[config.mk]
export PLATFORM = sky130hd
export DESIGN_NAME = coincidence_event_builder
export DESIGN_NICKNAME = d
export VERILOG_FILES = /design/src/ceb_pkg.sv /design/src/ceb_core.sv /design/src/coincidence_event_builder.sv
export SDC_FILE = /design/constraint.sdc
export NUM_CORES = 1
export LEC_CHECK = 0
export BUFFER_PORTS_ARGS = -buffer_cell sky130_fd_sc_hd__buf_2
export CAP_MARGIN = 10
export CORE_MARGIN = 5
export CORE_UTILIZATION = 45
export CTS_CLUSTER_SIZE = 24
export DETAILED_ROUTE_END_ITERATION = 12
export GPL_TIMING_DRIVEN = 1
export SETUP_SLACK_MARGIN = 0.15
export SLEW_MARGIN = 0
export SYNTH_ARGS = -nofsm -noshare
export SYNTH_HDL_FRONTEND = slang
export SYNTH_SLANG_ARGS = --single-unit
[constraint.sdc]
create_clock -name i_clk -period 25.5 [get_ports i_clk]
set_input_delay 2.55 -clock i_clk [delete_from_list [all_inputs] [get_ports i_clk]]
set_output_delay 2.55 -clock i_clk [all_outputs]
set_load 0.02 [all_outputs]
[src/ceb_pkg.sv]
// ----------------------------------------------------------------------------
// ceb_pkg: shared types and constants of the coincidence event builder
// Field widths, reset values, the hit word and the closed event word.
// ----------------------------------------------------------------------------
package ceb_pkg;

    localparam int CEB_TIME_W   = 48;
    localparam int CEB_CH_W     = 2;
    localparam int CEB_HEIGHT_W = 10;
    localparam int CEB_COUNT_W  = 8;
    localparam int CEB_WINDOW_W = 32;

    // Number of equipped detector channels, and channels shown in an event
    localparam int CEB_NUM_CH = 4;
    localparam int CEB_OUT_CH = 4;

    localparam logic [CEB_WINDOW_W-1:0] CEB_WINDOW_RESET = CEB_WINDOW_W'(1000);
    localparam logic [CEB_COUNT_W-1:0]  CEB_COUNT_MAX    = '1;
    localparam logic [CEB_COUNT_W-1:0]  CEB_TRIPLE_COUNT = CEB_COUNT_W'(3);

    // One detector hit
    typedef struct packed {
        logic [CEB_TIME_W-1:0]   hit_time;
        logic [CEB_CH_W-1:0]     channel;
        logic [CEB_HEIGHT_W-1:0] pulse_height;
    } t_hit;

    // One closed event
    typedef struct packed {
        logic [CEB_COUNT_W-1:0]                   hit_count;
        logic [CEB_OUT_CH-1:0][CEB_HEIGHT_W-1:0]  height;
        logic [CEB_OUT_CH-1:0][CEB_TIME_W-1:0]    stamp;
        logic                                     is_triple;
    } t_event;

endpackage

[src/ceb_core.sv]
// ----------------------------------------------------------------------------
// ceb_core: event state and window decision
// Holds the open event (count, per-channel slots, previous time), decides
// join or close for the presented hit and forms the closed event word.
// ----------------------------------------------------------------------------
module ceb_core (
    input  logic                              i_clk,
    input  logic                              i_rst_n,
    input  logic                              i_step,
    input  logic [ceb_pkg::CEB_WINDOW_W-1:0]  i_window,
    input  ceb_pkg::t_hit                     i_hit,
    output logic                              o_emit,
    output ceb_pkg::t_event                   o_event
);
    import ceb_pkg::*;

    logic [CEB_TIME_W-1:0]   r_prev_time;
    logic [CEB_COUNT_W-1:0]  r_count;
    logic [CEB_HEIGHT_W-1:0] r_slot_height [CEB_NUM_CH];
    logic [CEB_TIME_W-1:0]   r_slot_time   [CEB_NUM_CH];

    logic [CEB_TIME_W-1:0]   diff;
    logic                    join_event;

    // Signed gap below window: a backwards step always joins
    assign diff       = i_hit.hit_time - r_prev_time;
    assign join_event = (i_hit.hit_time < r_prev_time)
                     || (diff < CEB_TIME_W'(i_window));

    assign o_emit = !join_event && (r_count != '0);

    // Closed event word from the current slots
    always_comb begin
        o_event.hit_count = r_count;
        o_event.is_triple = (r_count == CEB_TRIPLE_COUNT);
        for (int j = 0; j < CEB_OUT_CH; j++) begin
            o_event.height[j] = '0;
            o_event.stamp[j]  = '0;
            if (j < CEB_NUM_CH) begin
                o_event.height[j] = r_slot_height[j];
                o_event.stamp[j]  = r_slot_time[j];
            end
        end
    end

    // State update, one hit per step
    always_ff @(posedge i_clk) begin
        if (!i_rst_n) begin
            r_prev_time <= '0;
            r_count     <= '0;
            for (int i = 0; i < CEB_NUM_CH; i++) begin
                r_slot_height[i] <= '0;
                r_slot_time[i]   <= '0;
            end
        end else if (i_step) begin
            r_prev_time <= i_hit.hit_time;
            if (join_event) begin
                if (r_count != CEB_COUNT_MAX) begin
                    r_count <= r_count + 1'b1;
                end
            end else begin
                r_count <= CEB_COUNT_W'(1);
            end
            for (int i = 0; i < CEB_NUM_CH; i++) begin
                if (32'(i_hit.channel) == i) begin
                    r_slot_height[i] <= i_hit.pulse_height;
                    r_slot_time[i]   <= i_hit.hit_time;
                end else if (!join_event) begin
                    r_slot_height[i] <= '0;
                    r_slot_time[i]   <= '0;
                end
            end
        end
    end

endmodule

[src/coincidence_event_builder.sv]
// Path: a hit word is registered at acceptance and resolved against the
// open event from the input register; a closed event word is then registered
// in the output word register, later only while an earlier word is not taken.
// Throughput: one hit per cycle; the input stalls only when a closing hit
// meets an output word that is still not taken. Synchronous active-low reset
// empties both registers, clears the event state and sets the window to 1000.
// ----------------------------------------------------------------------------
// coincidence_event_builder: coincidence window event builder
// Groups time-ordered hits whose gap to the previous hit is below the
// configured window and emits each closed event as one output word.
// ----------------------------------------------------------------------------
module coincidence_event_builder (
    input  logic                              i_clk,
    input  logic                              i_rst_n,
    // configuration
    input  logic                              i_cfg_valid,
    output logic                              o_cfg_ready,
    input  logic [ceb_pkg::CEB_WINDOW_W-1:0]  i_coincidence_window,
    // hit input
    input  logic                              i_in_valid,
    output logic                              o_in_ready,
    input  logic [ceb_pkg::CEB_TIME_W-1:0]    i_hit_time,
    input  logic [ceb_pkg::CEB_CH_W-1:0]      i_channel,
    input  logic [ceb_pkg::CEB_HEIGHT_W-1:0]  i_pulse_height,
    // event output
    output logic                              o_out_valid,
    input  logic                              i_out_ready,
    output logic [ceb_pkg::CEB_COUNT_W-1:0]   o_hit_count,
    output logic [ceb_pkg::CEB_HEIGHT_W-1:0]  o_height_ch0,
    output logic [ceb_pkg::CEB_HEIGHT_W-1:0]  o_height_ch1,
    output logic [ceb_pkg::CEB_HEIGHT_W-1:0]  o_height_ch2,
    output logic [ceb_pkg::CEB_HEIGHT_W-1:0]  o_height_ch3,
    output logic [ceb_pkg::CEB_TIME_W-1:0]    o_stamp_ch0,
    output logic [ceb_pkg::CEB_TIME_W-1:0]    o_stamp_ch1,
    output logic [ceb_pkg::CEB_TIME_W-1:0]    o_stamp_ch2,
    output logic [ceb_pkg::CEB_TIME_W-1:0]    o_stamp_ch3,
    output logic                              o_is_triple
);
    import ceb_pkg::*;

    logic [CEB_WINDOW_W-1:0] r_window;
    logic                    r_in_valid;
    t_hit                    r_in;
    logic                    r_out_valid;
    t_event                  r_out;

    logic   core_emit;
    t_event core_event;
    logic   out_free;
    logic   step;

    // Window register, always writable
    assign o_cfg_ready = 1'b1;

    always_ff @(posedge i_clk) begin
        if (!i_rst_n) begin
            r_window <= CEB_WINDOW_RESET;
        end else if (i_cfg_valid) begin
            r_window <= i_coincidence_window;
        end
    end

    // Handshake: a hit leaves the input register unless it closes an event
    // while the output word is still held
    assign out_free   = !r_out_valid || i_out_ready;
    assign step       = r_in_valid && (!core_emit || out_free);
    assign o_in_ready = !r_in_valid || step;

    always_ff @(posedge i_clk) begin
        if (!i_rst_n) begin
            r_in_valid <= 1'b0;
        end else if (o_in_ready) begin
            r_in_valid <= i_in_valid;
        end
    end

    always_ff @(posedge i_clk) begin
        if (o_in_ready && i_in_valid) begin
            r_in.hit_time     <= i_hit_time;
            r_in.channel      <= i_channel;
            r_in.pulse_height <= i_pulse_height;
        end
    end

    ceb_core u_core (
        .i_clk    (i_clk),
        .i_rst_n  (i_rst_n),
        .i_step   (step),
        .i_window (r_window),
        .i_hit    (r_in),
        .o_emit   (core_emit),
        .o_event  (core_event)
    );

    // Output word register
    always_ff @(posedge i_clk) begin
        if (!i_rst_n) begin
            r_out_valid <= 1'b0;
        end else if (step && core_emit) begin
            r_out_valid <= 1'b1;
        end else if (i_out_ready) begin
            r_out_valid <= 1'b0;
        end
    end

    always_ff @(posedge i_clk) begin
        if (step && core_emit) begin
            r_out <= core_event;
        end
    end

    assign o_out_valid  = r_out_valid;
    assign o_hit_count  = r_out.hit_count;
    assign o_height_ch0 = r_out.height[0];
    assign o_height_ch1 = r_out.height[1];
    assign o_height_ch2 = r_out.height[2];
    assign o_height_ch3 = r_out.height[3];
    assign o_stamp_ch0  = r_out.stamp[0];
    assign o_stamp_ch1  = r_out.stamp[1];
    assign o_stamp_ch2  = r_out.stamp[2];
    assign o_stamp_ch3  = r_out.stamp[3];
    assign o_is_triple  = r_out.is_triple;

endmodule

==> results.py, run 1 <==
metrics = {
    "run_status": {
        "status": "finished clean",
    },
    "setup_path": {
        "crit_type": "reg -> out",
        "critPathLaunch": "r_in[12]$_DFFE_PP_",
        "crit_required_ns": 22.95,
        "reg2reg_depth": 24,
        "crit_end": "o_in_ready",
        "slowest_stage": "a2111oi_4",
        "crit_family": "simple AND/OR/NAND/NOR gates",
        "r2r_end": "o_stamp_ch0[36]$_DFFE_PP_",
        "rrSetupSlack_ns": 17.70,
        "arrival_ns": 6.42,
        "crit_fanout": 6,
        "cp.depth": 23,
        "cpPeakStageDelay_ns": 0.48,
        "crit_chain": "inv_1, ha_1, fa_1, and2b_1, o2111ai_2, a2111oi_4, nor4_1, nor2_1, a21bo_2, xor2_1, ha_1, nand4_1, nor4_1, a221o_1, nor4_1, o2111ai_1, nor4b_1, nand4_1, or2_1, and2_1, and3_1, inv_1, buf_2",
        "crit_path_end_kind": "primary output",
        "crit_buf_inv": 3,
        "start_kind": "flip-flop",
        "timing.rr.start": "r_in[12]$_DFFE_PP_",
        "cp_common_cell": "nor4_1",
    },
    "cts": {
        "cts-resized-gates": 0,
        "clkSinkCount": 623,
        "clockRootBuffer": "clkbuf_16",
        "cts_buffers": 60,
        "worstSkewPairLatency_ns": 0.63,
        "postCtsHoldBufs": 0,
        "path_clk_slew_ns": 0.06,
        "cts_max_path_buffers": 3,
        "cts_tree": "done",
        "htreeDepth": 2,
        "cts_setup_buffers": 0,
    },
    "sta": {
        "setup_tns_ns": 0,
        "finalSetupViolCount": 0,
        "whs_ns": 0.411,
        "timing.fmax_ghz": 0.112,
        "skew_ns": 0.0442,
        "slew_violations": 0,
        "layout_setup_ws_ns": 16.53,
        "hold_viol": 0,
        "slew_headroom_pct": 25.3,
        "fin_crit_ns": 8.97,
        "tightest_slew_ns": 1.11,
        "rsz0062_at_grt": "no",
        "period_share_pct": 35.2,
    },
    "detailed_routing": {
        "drc": 0,
        "wl_per_cell_um": 21.2,
        "drtAntennaViolNets": 0,
        "dr_total_vias": 15400,
        "route.final.wire_length_um": 63200,
        "dr.first_iter.drc_count": 985,
        "drt_first_pass_iters": 5,
        "avgViaCountPerCell": 5.16,
    },
    "yosys": {
        "synth_top_area_cell": "edfxtp_1",
        "avgSynthCellArea_um2": 14.0,
        "synth-edff-count": 533,
        "synth_top_flop_cell": "edfxtp_1",
        "synth_area_mm2": 0.0256,
        "ys_warn_count": 0,
        "yosysTopAreaCellShare_pct": 62.6,
        "synth.area.top_cells": "edfxtp_1, dfxtp_1, and2_1",
        "synth.yosys.seq_area_share_pct": 69.7,
        "synth_fp_nets": 2004,
        "synth.cells.most_frequent": "edfxtp_1, and2_1, nor2_1",
        "ys_seq_elements": 623,
        "yosysMostFrequentCell": "edfxtp_1",
        "syn_inst": 1825,
        "async_flop_share_pct": 0,
        "ys_types": 84,
    },
    "placed_design": {
        "post-place-ws_ns": 17.22,
        "dpl-instance-area_mm2": 0.0280,
        "gp_congestion": 0.947,
        "dp.cells": 2871,
        "dp_hpwl_um": 44100,
        "portBuffers": 339,
    },
    "job": {
        "max-cap-violations": 0,
    },
    "layout": {
        "fin_area_mm2": 0.0300,
        "layout-drive-gt1-share_pct": 21.5,
        "utilization_pct": 53.2,
        "fin_cells": 2987,
        "area.growth.synth_to_final_pct": 17.3,
        "final_net_count": 2356,
        "fill_cells": 4810,
    },
    "power": {
        "power.density_mw_per_mm2": 75.7,
        "p_total_mw": 2.27,
        "ir_drop_mv": 0.0535,
        "leakage_nw": 11.7,
    },
    "global_route": {
        "grt_overflow": 0,
        "grt_max_degree": 161,
        "antenna_found_initial": 1,
        "grt_pass1_wl_um": 94200,
        "grtUsageTotal_pct": 20.1,
        "grt_pass1_vias": 15500,
    },
    "die": {
        "die_h_um": 248,
        "ios": 341,
        "dieArea_mm2": 0.0617,
        "start_util_pct": 45.3,
        "core-area_mm2": 0.0564,
        "die_x_um": 248,
        "num_rows": 87,
    },
    "hold_path": {
        "hold_class": "reg -> reg",
    },
}
## worst min path at each step
| stage | startpoint | end | slack [ns] | cells past startpoint |
|---|---|---|---|---|
| 2_1_floorplan | u_core.r_slot_height[0][0]$_SDFFCE_PP0P_ | o_height_ch0[0]$_DFFE_PP_ | 0.40 | 0 |
| 3_3_place_gp | u_core.r_slot_time[3][17]$_SDFFCE_PP0P_ | o_stamp_ch3[17]$_DFFE_PP_ | 0.40 | 0 |
| 5_1_grt | u_core.r_slot_height[0][7]$_SDFFCE_PP0P_ | o_height_ch0[7]$_DFFE_PP_ | 0.42 | 0 |
| 6_report | u_core.r_slot_height[0][7]$_SDFFCE_PP0P_ | o_height_ch0[7]$_DFFE_PP_ | 0.41 | 0 |
| 3_5_place_dp | u_core.r_slot_height[0][7]$_SDFFCE_PP0P_ | o_height_ch0[7]$_DFFE_PP_ | 0.40 | 0 |
| 4_1_cts | u_core.r_slot_height[0][7]$_SDFFCE_PP0P_ | o_height_ch0[7]$_DFFE_PP_ | 0.41 | 0 |
## worst register-to-register path: cells and delay by family (launching register included)
family	cells	cell delay (ns)
compound gates	6	1.37
fa+ha+maj	3	0.96
flops	1	0.39
simple gates	10	2.31
buf+inv	4	2.10
xor+xnor	1	0.27
## where the power goes
part	internal (mW)	switching (mW)
Sequential	1.16	0.0219
Clock	0.505	0.378
Combinational	0.0705	0.139
## cell usage in the layout, fill, tap and decap left out, types with 19 or more instances in the layout
master     count
inv_1         92
mux2i_1       87
o21ai_0       37
ha_1          81
dfxtp_1       90
buf_2        339
xnor2_1       21
a21oi_1       84
nand4_1       19
nand2_1       97
nor2_1       135
edfxtp_1     533
nor3_1        21
and2_1       235
nand3_1       24
clkbuf_16     60
## registers in the layout (all words and copies together), names as in the netlist, 32 cells and up
signal and cells:
u_core.r_slot_time 192, r_in 60, o_stamp_ch0 48, o_stamp_ch1 48, o_stamp_ch2 48, o_stamp_ch3 48, u_core.r_prev_time 48, u_core.r_slot_height 40
r_window 32
## area by class of cell
type                       count  area [um2]  area share, %
antenna                        2        5.00         0.0167
clock buffer                  70        1540           5.13
inverter                      93         349           1.16
timing repair buffer         354        1820           6.07
multi-input combinational   1045        7090           23.7
tap                          756         946           3.15
sequential                   623       17800           59.4
clock inverter                44         429           1.43
## cell families after synthesis
kind of cell | after synthesis | synth area share, %
AOI/OAI and AO/OA | 242 | 6.35
xor gates and xnor gates | 32 | 1.10
adders and majority gates | 82 | 4.04
buffers and inverters | 157 | 2.93
DFF | 623 | 69.7
muxes | 87 | 3.41
other | 1 | 0.0147
and+or+nand+nor | 601 | 12.5
## layer usage
layer | track usage, % | part of all wire, % | vias up
li1 | - | - | 7348
met4 | 4.67 | 2.2 | 0
met1 | 29.4 | 46 | 7522
met2 | 32.1 | 46 | 455
met5 | 0 | 0 | -
met3 | 3.25 | 5.8 | 90
Power figures use the tool's default switching activity.
==> run 2: changes to the inputs <==
--- a/config.mk
+++ b/config.mk
@@ -5,6 +5,7 @@
 export SDC_FILE = /design/constraint.sdc
 export NUM_CORES = 1
 export LEC_CHECK = 0
+export ABC_AREA = 1
 export BUFFER_PORTS_ARGS = -buffer_cell sky130_fd_sc_hd__buf_2
 export CAP_MARGIN = 10
 export CORE_MARGIN = 5
==> constraint.sdc (replaced) <==
create_clock -name i_clk -period 8.3 [get_ports i_clk]
set_input_delay 0.83 -clock i_clk [delete_from_list [all_inputs] [get_ports i_clk]]
set_output_delay 0.83 -clock i_clk [all_outputs]
set_load 0.02 [all_outputs]
==> run 2 against run 1 <==
  * Synthesized cell count grew 25%
  * Non-clock buffer count grew 5
  * Total power grew to 3.3 times the previous value
  * Via count grew 11%
  * Largest cell class unchanged
  * Largest power group unchanged
  * Highest routed layer is now met5
==> results.py, run 2 <==
metrics = {
    "cts": {
        "clkSinkCount": 623,
        "path_clk_slew_ns": 0.06,
        "cts_max_path_buffers": 3,
        "worstSkewPairLatency_ns": 0.64,
        "clockRootBuffer": "clkbuf_16",
        "postCtsHoldBufs": 0,
        "htreeDepth": 2,
        "cts-resized-gates": 0,
        "cts_setup_buffers": 0,
        "cts_buffers": 61,
        "cts_tree": "done",
    },
    "layout": {
        "reg.largest.list": "u_core.r_slot_time: 192 flops, r_in: 60 flops",
        "area.growth.synth_to_final_pct": 18.6,
        "final_net_count": 2828,
        "largest_reg_flops": 192,
        "regMostFlops": "u_core.r_slot_time",
        "fin_area_mm2": 0.0305,
        "layout_common_cells": "edfxtp_1, nand2_1, inv_1",
        "utilization_pct": 53.9,
        "layout-drive-gt1-share_pct": 18.1,
        "fill_cells": 4974,
        "layout.cells.most_common": "edfxtp_1",
    },
    "detailed_routing": {
        "wl_per_cell_um": 19.4,
        "drt_first_pass_iters": 5,
        "drtAntennaViolNets": 0,
        "avgViaCountPerCell": 4.94,
        "dr_total_vias": 17100,
        "drc": 0,
        "route.final.wire_length_um": 67100,
        "dr.first_iter.drc_count": 1264,
    },
    "placed_design": {
        "dpl-instance-area_mm2": 0.0283,
        "dp_hpwl_um": 48500,
        "gp_congestion": 0.923,
        "portBuffers": 339,
    },
    "setup_path": {
        "start_kind": "flip-flop",
        "crit_required_ns": 8.63,
        "arrival_ns": 6.85,
        "crit_type": "reg -> reg",
        "crit_path_end_kind": "flip-flop",
        "crit_fanout": 32,
    },
    "power": {
        "power.density_mw_per_mm2": 246,
        "ir_drop_mv": 0.169,
        "leakage_nw": 13.0,
        "p_total_mw": 7.48,
    },
    "yosys": {
        "synth.area.top_cells": "edfxtp_1, dfxtp_1, nand2_1",
        "ys_warn_count": 0,
        "synth_area_mm2": 0.0257,
        "synth_fp_nets": 2461,
        "ys_seq_elements": 623,
        "avgSynthCellArea_um2": 11.3,
        "synth_top_flop_cell": "edfxtp_1",
        "ys_types": 43,
        "synth.yosys.seq_area_share_pct": 69.3,
        "synth.cells.most_frequent": "edfxtp_1, nand2_1, inv_1",
        "yosysTopAreaCellShare_pct": 62.3,
        "syn_inst": 2282,
        "async_flop_share_pct": 0,
        "synth_top_area_cell": "edfxtp_1",
        "synth-edff-count": 533,
        "yosysMostFrequentCell": "edfxtp_1",
    },
    "sta": {
        "finalSetupViolCount": 0,
        "rsz0062_at_grt": "no",
        "skew_ns": 0.0193,
        "setup_tns_ns": 0,
        "timing.fmax_ghz": 0.153,
        "slew_headroom_pct": 29.6,
        "whs_ns": 0.368,
        "tightest_slew_ns": 1.05,
        "slew_violations": 0,
        "period_share_pct": 78.6,
        "fin_crit_ns": 6.53,
        "hold_viol": 0,
    },
    "global_route": {
        "grt_max_degree": 103,
        "antenna_found_initial": 3,
        "grtUsageTotal_pct": 21.4,
        "grt_pass1_wl_um": 103000,
        "grt_pass1_vias": 17200,
        "grt_overflow": 0,
    },
    "die": {
        "core-area_mm2": 0.0565,
        "dieArea_mm2": 0.0620,
        "die_h_um": 249,
        "die_x_um": 249,
        "start_util_pct": 45.5,
        "num_rows": 87,
        "ios": 341,
    },
    "hold_path": {
        "hold_class": "in -> reg",
    },
    "job": {
        "max-cap-violations": 0,
    },
    "run_status": {
        "status": "finished clean",
    },
}
==> run 2: changes by cell type after synthesis, moves of 17 or more <==
cell / previous run / this run
and2_1: 235 / 1
inv_1: 92 / 360
a21oi_1: 84 / 150
nor2_1: 136 / 315
o21ai_0: 37 / 100
nand2_1: 97 / 423
mux2i_1: 87 / 0
nand3_1: 24 / 41
nor2_2: 1 / 19
==> run 2: cell type report <==
class,count,area (um2),area share [%]
Inverter,363,1360,4.48
Clock buffer,89,1740,5.73
Timing Repair Buffer,359,1920,6.29
Clock inverter,27,425,1.40
Multi-Input combinational cell,1241,6250,20.5
Sequential cell,623,17800,58.5
Tap cell,756,946,3.11
Antenna cell,3,7.51,0.0246
==> run 2: kinds of logic after synthesis <==
family	Yosys count	share of synthesized area, %
buf+inv	418	6.57
compound gates	262	5.22
xor+xnor	37	1.26
fa+ha+maj	82	4.02
other cells	1	0.0146
flops	623	69.3
simple gates	859	13.6
==> run 2: path summary, 6_finish.rpt <==
path	from	endpoint	slack, ns	depth (start not counted)
worst max-delay path	r_in[12]$_DFFE_PP_	u_core.r_slot_height[0][4]$_SDFFCE_PP0P_	1.77	27
worst min-delay path	i_pulse_height[6]	r_in[6]$_DFFE_PP_	0.37	1
worst max register to register	r_in[12]$_DFFE_PP_	u_core.r_slot_height[0][4]$_SDFFCE_PP0P_	1.77	27
worst min register to register	u_core.r_slot_time[0][38]$_SDFFCE_PP0P_	o_stamp_ch0[38]$_DFFE_PP_	0.41	0
==> run 2: metal layers <==
layer / share of wire (%) / vias up / GRT usage, % / wire length (um)
li1: - / 8281 / - / -
met1: 45 / 8156 / 30.5 / 30100
met2: 46 / 551 / 34.7 / 31100
met3: 6.0 / 102 / 3.56 / 3990
met4: 2.8 / 2 / 5.58 / 1880
met5: 0.019 / - / 0 / 13
==> run 2: critical path: stages, from the launching register on <==
cell      delay [ns]
edfxtp_1        0.36
inv_1           0.11
ha_1            0.24
fa_1            0.40
inv_1           0.11
nand2_1         0.06
nand2_1         0.07
and2_1          0.19
nand3_1         0.08
nand2_1         0.20
a21oi_1         0.14
o21ai_0         0.23
xor2_1          0.32
ha_1            0.17
nand4_1         0.08
inv_1           0.09
nand4_1         0.13
nor4b_1         0.33
nand2_1         0.13
nand3_1         0.12
nor2_1          0.06
nand2_1         0.33
nand3_4         0.21
nand2_4         0.33
inv_1           0.23
nand3_1         0.32
nand3_4         0.58
buf_4           0.54
==> run 2: power by group <==
part,switching [mW],internal [mW],total (mW)
combinational,0.641,0.273,0.914
sequential,0.0656,3.59,3.66
clock,1.16,1.75,2.91
==> run 2: stage by stage <==
stage	instances	setup slack, ns
final	3461	1.77
after global routing	3459	1.28
after CTS	3457	1.88
after detailed placement	3341	1.90
after global placement	3341	2.14
after floorplan	2282	0.801
==> run 3: changes to the inputs <==
--- a/config.mk
+++ b/config.mk
@@ -13,6 +13,7 @@
 export CTS_CLUSTER_SIZE = 24
 export DETAILED_ROUTE_END_ITERATION = 12
 export GPL_TIMING_DRIVEN = 1
+export PLACE_DENSITY = 0.67
 export SETUP_SLACK_MARGIN = 0.15
 export SLEW_MARGIN = 0
 export SYNTH_ARGS = -nofsm -noshare
==> constraint.sdc (replaced) <==
create_clock -name i_clk -period 5.5 [get_ports i_clk]
set_input_delay 0.55 -clock i_clk [delete_from_list [all_inputs] [get_ports i_clk]]
set_output_delay 0.55 -clock i_clk [all_outputs]
set_load 0.02 [all_outputs]
==> run 3 against run 2 <==
  * Final area grew 3.3%
  * Global-route usage shrank 0.079 points
  * Flip-flop and latch count is the same
  * Critical path depth shrank 1
  * Count of clock-buffer cells in the layout shrank 6
==> results.py, run 3 (synthesis gave the netlist of run 2 again) <==
metrics = {
    "setup_path": {
        "crit_required_ns": 4.95,
        "critPathLaunch": "r_in[12]$_DFFE_PP_",
        "cp.depth": 26,
        "reg2reg_depth": 30,
        "cpPeakStageDelay_ns": 0.37,
        "slowest_stage": "edfxtp_1",
        "crit_buf_inv": 5,
        "crit_family": "simple AND/OR/NAND/NOR gates",
        "arrival_ns": 4.57,
        "crit_path_end_kind": "primary output",
        "crit_type": "reg -> out",
        "start_kind": "flip-flop",
        "timing.rr.start": "r_in[12]$_DFFE_PP_",
        "crit_fanout": 5,
    },
    "job": {
        "max-cap-violations": 0,
    },
    "global_route": {
        "grt_max_degree": 83,
        "grtUsageTotal_pct": 21.3,
        "grt_overflow": 0,
        "grt_pass1_vias": 17200,
        "antenna_found_initial": 3,
        "grt_pass1_wl_um": 103000,
    },
    "layout": {
        "layout-drive-gt1-share_pct": 21.5,
        "final_net_count": 2894,
        "layout_common_cells": "edfxtp_1, nand2_1, inv_1",
        "layout.cells.most_common": "edfxtp_1",
        "regMostFlops": "u_core.r_slot_time",
        "largest_reg_flops": 192,
        "reg.largest.list": "u_core.r_slot_time: 192 flops, r_in: 60 flops",
        "area.growth.synth_to_final_pct": 22.4,
    },
    "die": {
        "die_x_um": 249,
        "die_h_um": 249,
        "ios": 341,
        "core-area_mm2": 0.0565,
        "dieArea_mm2": 0.0620,
        "num_rows": 87,
        "start_util_pct": 45.5,
    },
    "cts": {
        "path_clk_slew_ns": 0.06,
        "cts_tree": "done",
        "clockRootBuffer": "clkbuf_16",
        "postCtsHoldBufs": 0,
        "clkSinkCount": 623,
        "htreeDepth": 3,
        "cts_max_path_buffers": 3,
        "worstSkewPairLatency_ns": 0.61,
        "cts_buffers": 66,
    },
    "sta": {
        "hold_viol": 0,
        "tightest_slew_ns": 0.859,
        "whs_ns": 0.124,
        "finalSetupViolCount": 0,
        "slew_headroom_pct": 42.8,
        "fin_crit_ns": 5.12,
        "skew_ns": 0.0283,
        "slew_violations": 0,
        "layout_setup_ws_ns": 0.379,
        "period_share_pct": 93.1,
        "timing.fmax_ghz": 0.195,
        "rsz0062_at_grt": "no",
    },
    "detailed_routing": {
        "wl_met1_um": 31100,
        "dr_total_vias": 17200,
        "dr_wl_met2_um": 32500,
        "route.final.wire_length_um": 68400,
        "avgViaCountPerCell": 4.89,
        "drc": 0,
        "wl_met3_um": 3410,
        "drt_first_pass_iters": 7,
        "dr.first_iter.drc_count": 1238,
        "wl_per_cell_um": 19.4,
        "drtAntennaViolNets": 0,
        "highest_layer": "met5",
    },
    "placed_design": {
        "post-place-ws_ns": 0.0960,
        "gp_congestion": 0.947,
        "dp_hpwl_um": 50700,
        "portBuffers": 339,
    },
    "power": {
        "power.density_mw_per_mm2": 366,
        "ir_drop_mv": 0.221,
        "leakage_nw": 13.4,
    },
    "hold_path": {
        "worstHoldPathCells": 1,
        "hold_class": "in -> reg",
        "hold_start": "i_hit_time[30]",
    },
    "run_status": {
        "status": "finished clean",
    },
}
[run 3: cell count changes in the layout (fill, tap and decap cells not counted), sizes merged]
| cell | previous run | this run |
|---|---|---|
| clkbuf | 89 | 86 |
| inv | 363 | 366 |
| clkinv | 14 | 24 |
| bufinv | 9 | 8 |
| nand3 | 43 | 44 |
| buf | 359 | 416 |
[run 3: final cells by class]
cell class              instances  area (um2)
fillers                      4770       25000
flip-flops and latches        623       17800
multi-input cells            1242        6500
repair buffers                419        2600
clock buffers                  83        1780
inverters                     363        1370
well taps                     756         946
clock inverters                39         442
diodes                          3        7.51
[run 3: where the power goes]
group          internal [mW]  leakage, nW  switching, mW  total, mW
clock                   2.69         1.07           1.81       4.51
combinational          0.488         6.39           1.00       1.49
sequential              5.42         5.95          0.107       5.53
[run 3: path summary, 6_finish.rpt]
kind | endpoint | slack [ns]
max | o_in_ready | 0.38
min | r_in[42]$_DFFE_PP_ | 0.12
max reg2reg | u_core.r_slot_time[3][36]$_SDFFCE_PP0P_ | 0.45
min reg2reg | o_stamp_ch0[35]$_DFFE_PP_ | 0.41
[run 3: worst reg2reg max path, delay by kind of cell, from the launching register on]
| family | cells | cell delay [ns] |
|---|---|---|
| simple gates | 17 | 2.05 |
| fa+ha+maj | 3 | 0.84 |
| buf+inv | 6 | 0.83 |
| flops | 1 | 0.37 |
| xor+xnor | 1 | 0.36 |
| compound gates | 3 | 0.34 |
[run 3: timing repair]
item	in CTS	in global routing
gates cloned	0	5
setup endpoints to repair	140	478
buffers inserted	0	23
pin swaps	0	4
gates resized for setup	2	29
[run 3: per-layer routing]
| layer | vias up | global-route usage, % |
|---|---|---|
| li1 | 8427 | - |
| met5 | - | 0 |
| met4 | 2 | 5.55 |
| met2 | 466 | 35.2 |
| met3 | 90 | 3.55 |
| met1 | 8263 | 29.8 |
[run 3: through the flow]
step | std cells | power [mW] | setup TNS (ns) | instance area, um2 | util (%)
after floorplan | 2282 | 6.51 | -403.66 | 25900 | -
after global placement | 3374 | 7.04 | 0 | 28800 | 51.0
after detailed placement | 3374 | 7.05 | 0 | 28800 | 51.0
after CTS | 3496 | 11.6 | 0 | 31100 | 55.0
after global routing | 3526 | 12.0 | 0 | 31500 | 55.7
final | 3528 | 11.5 | 0 | 31500 | 55.7
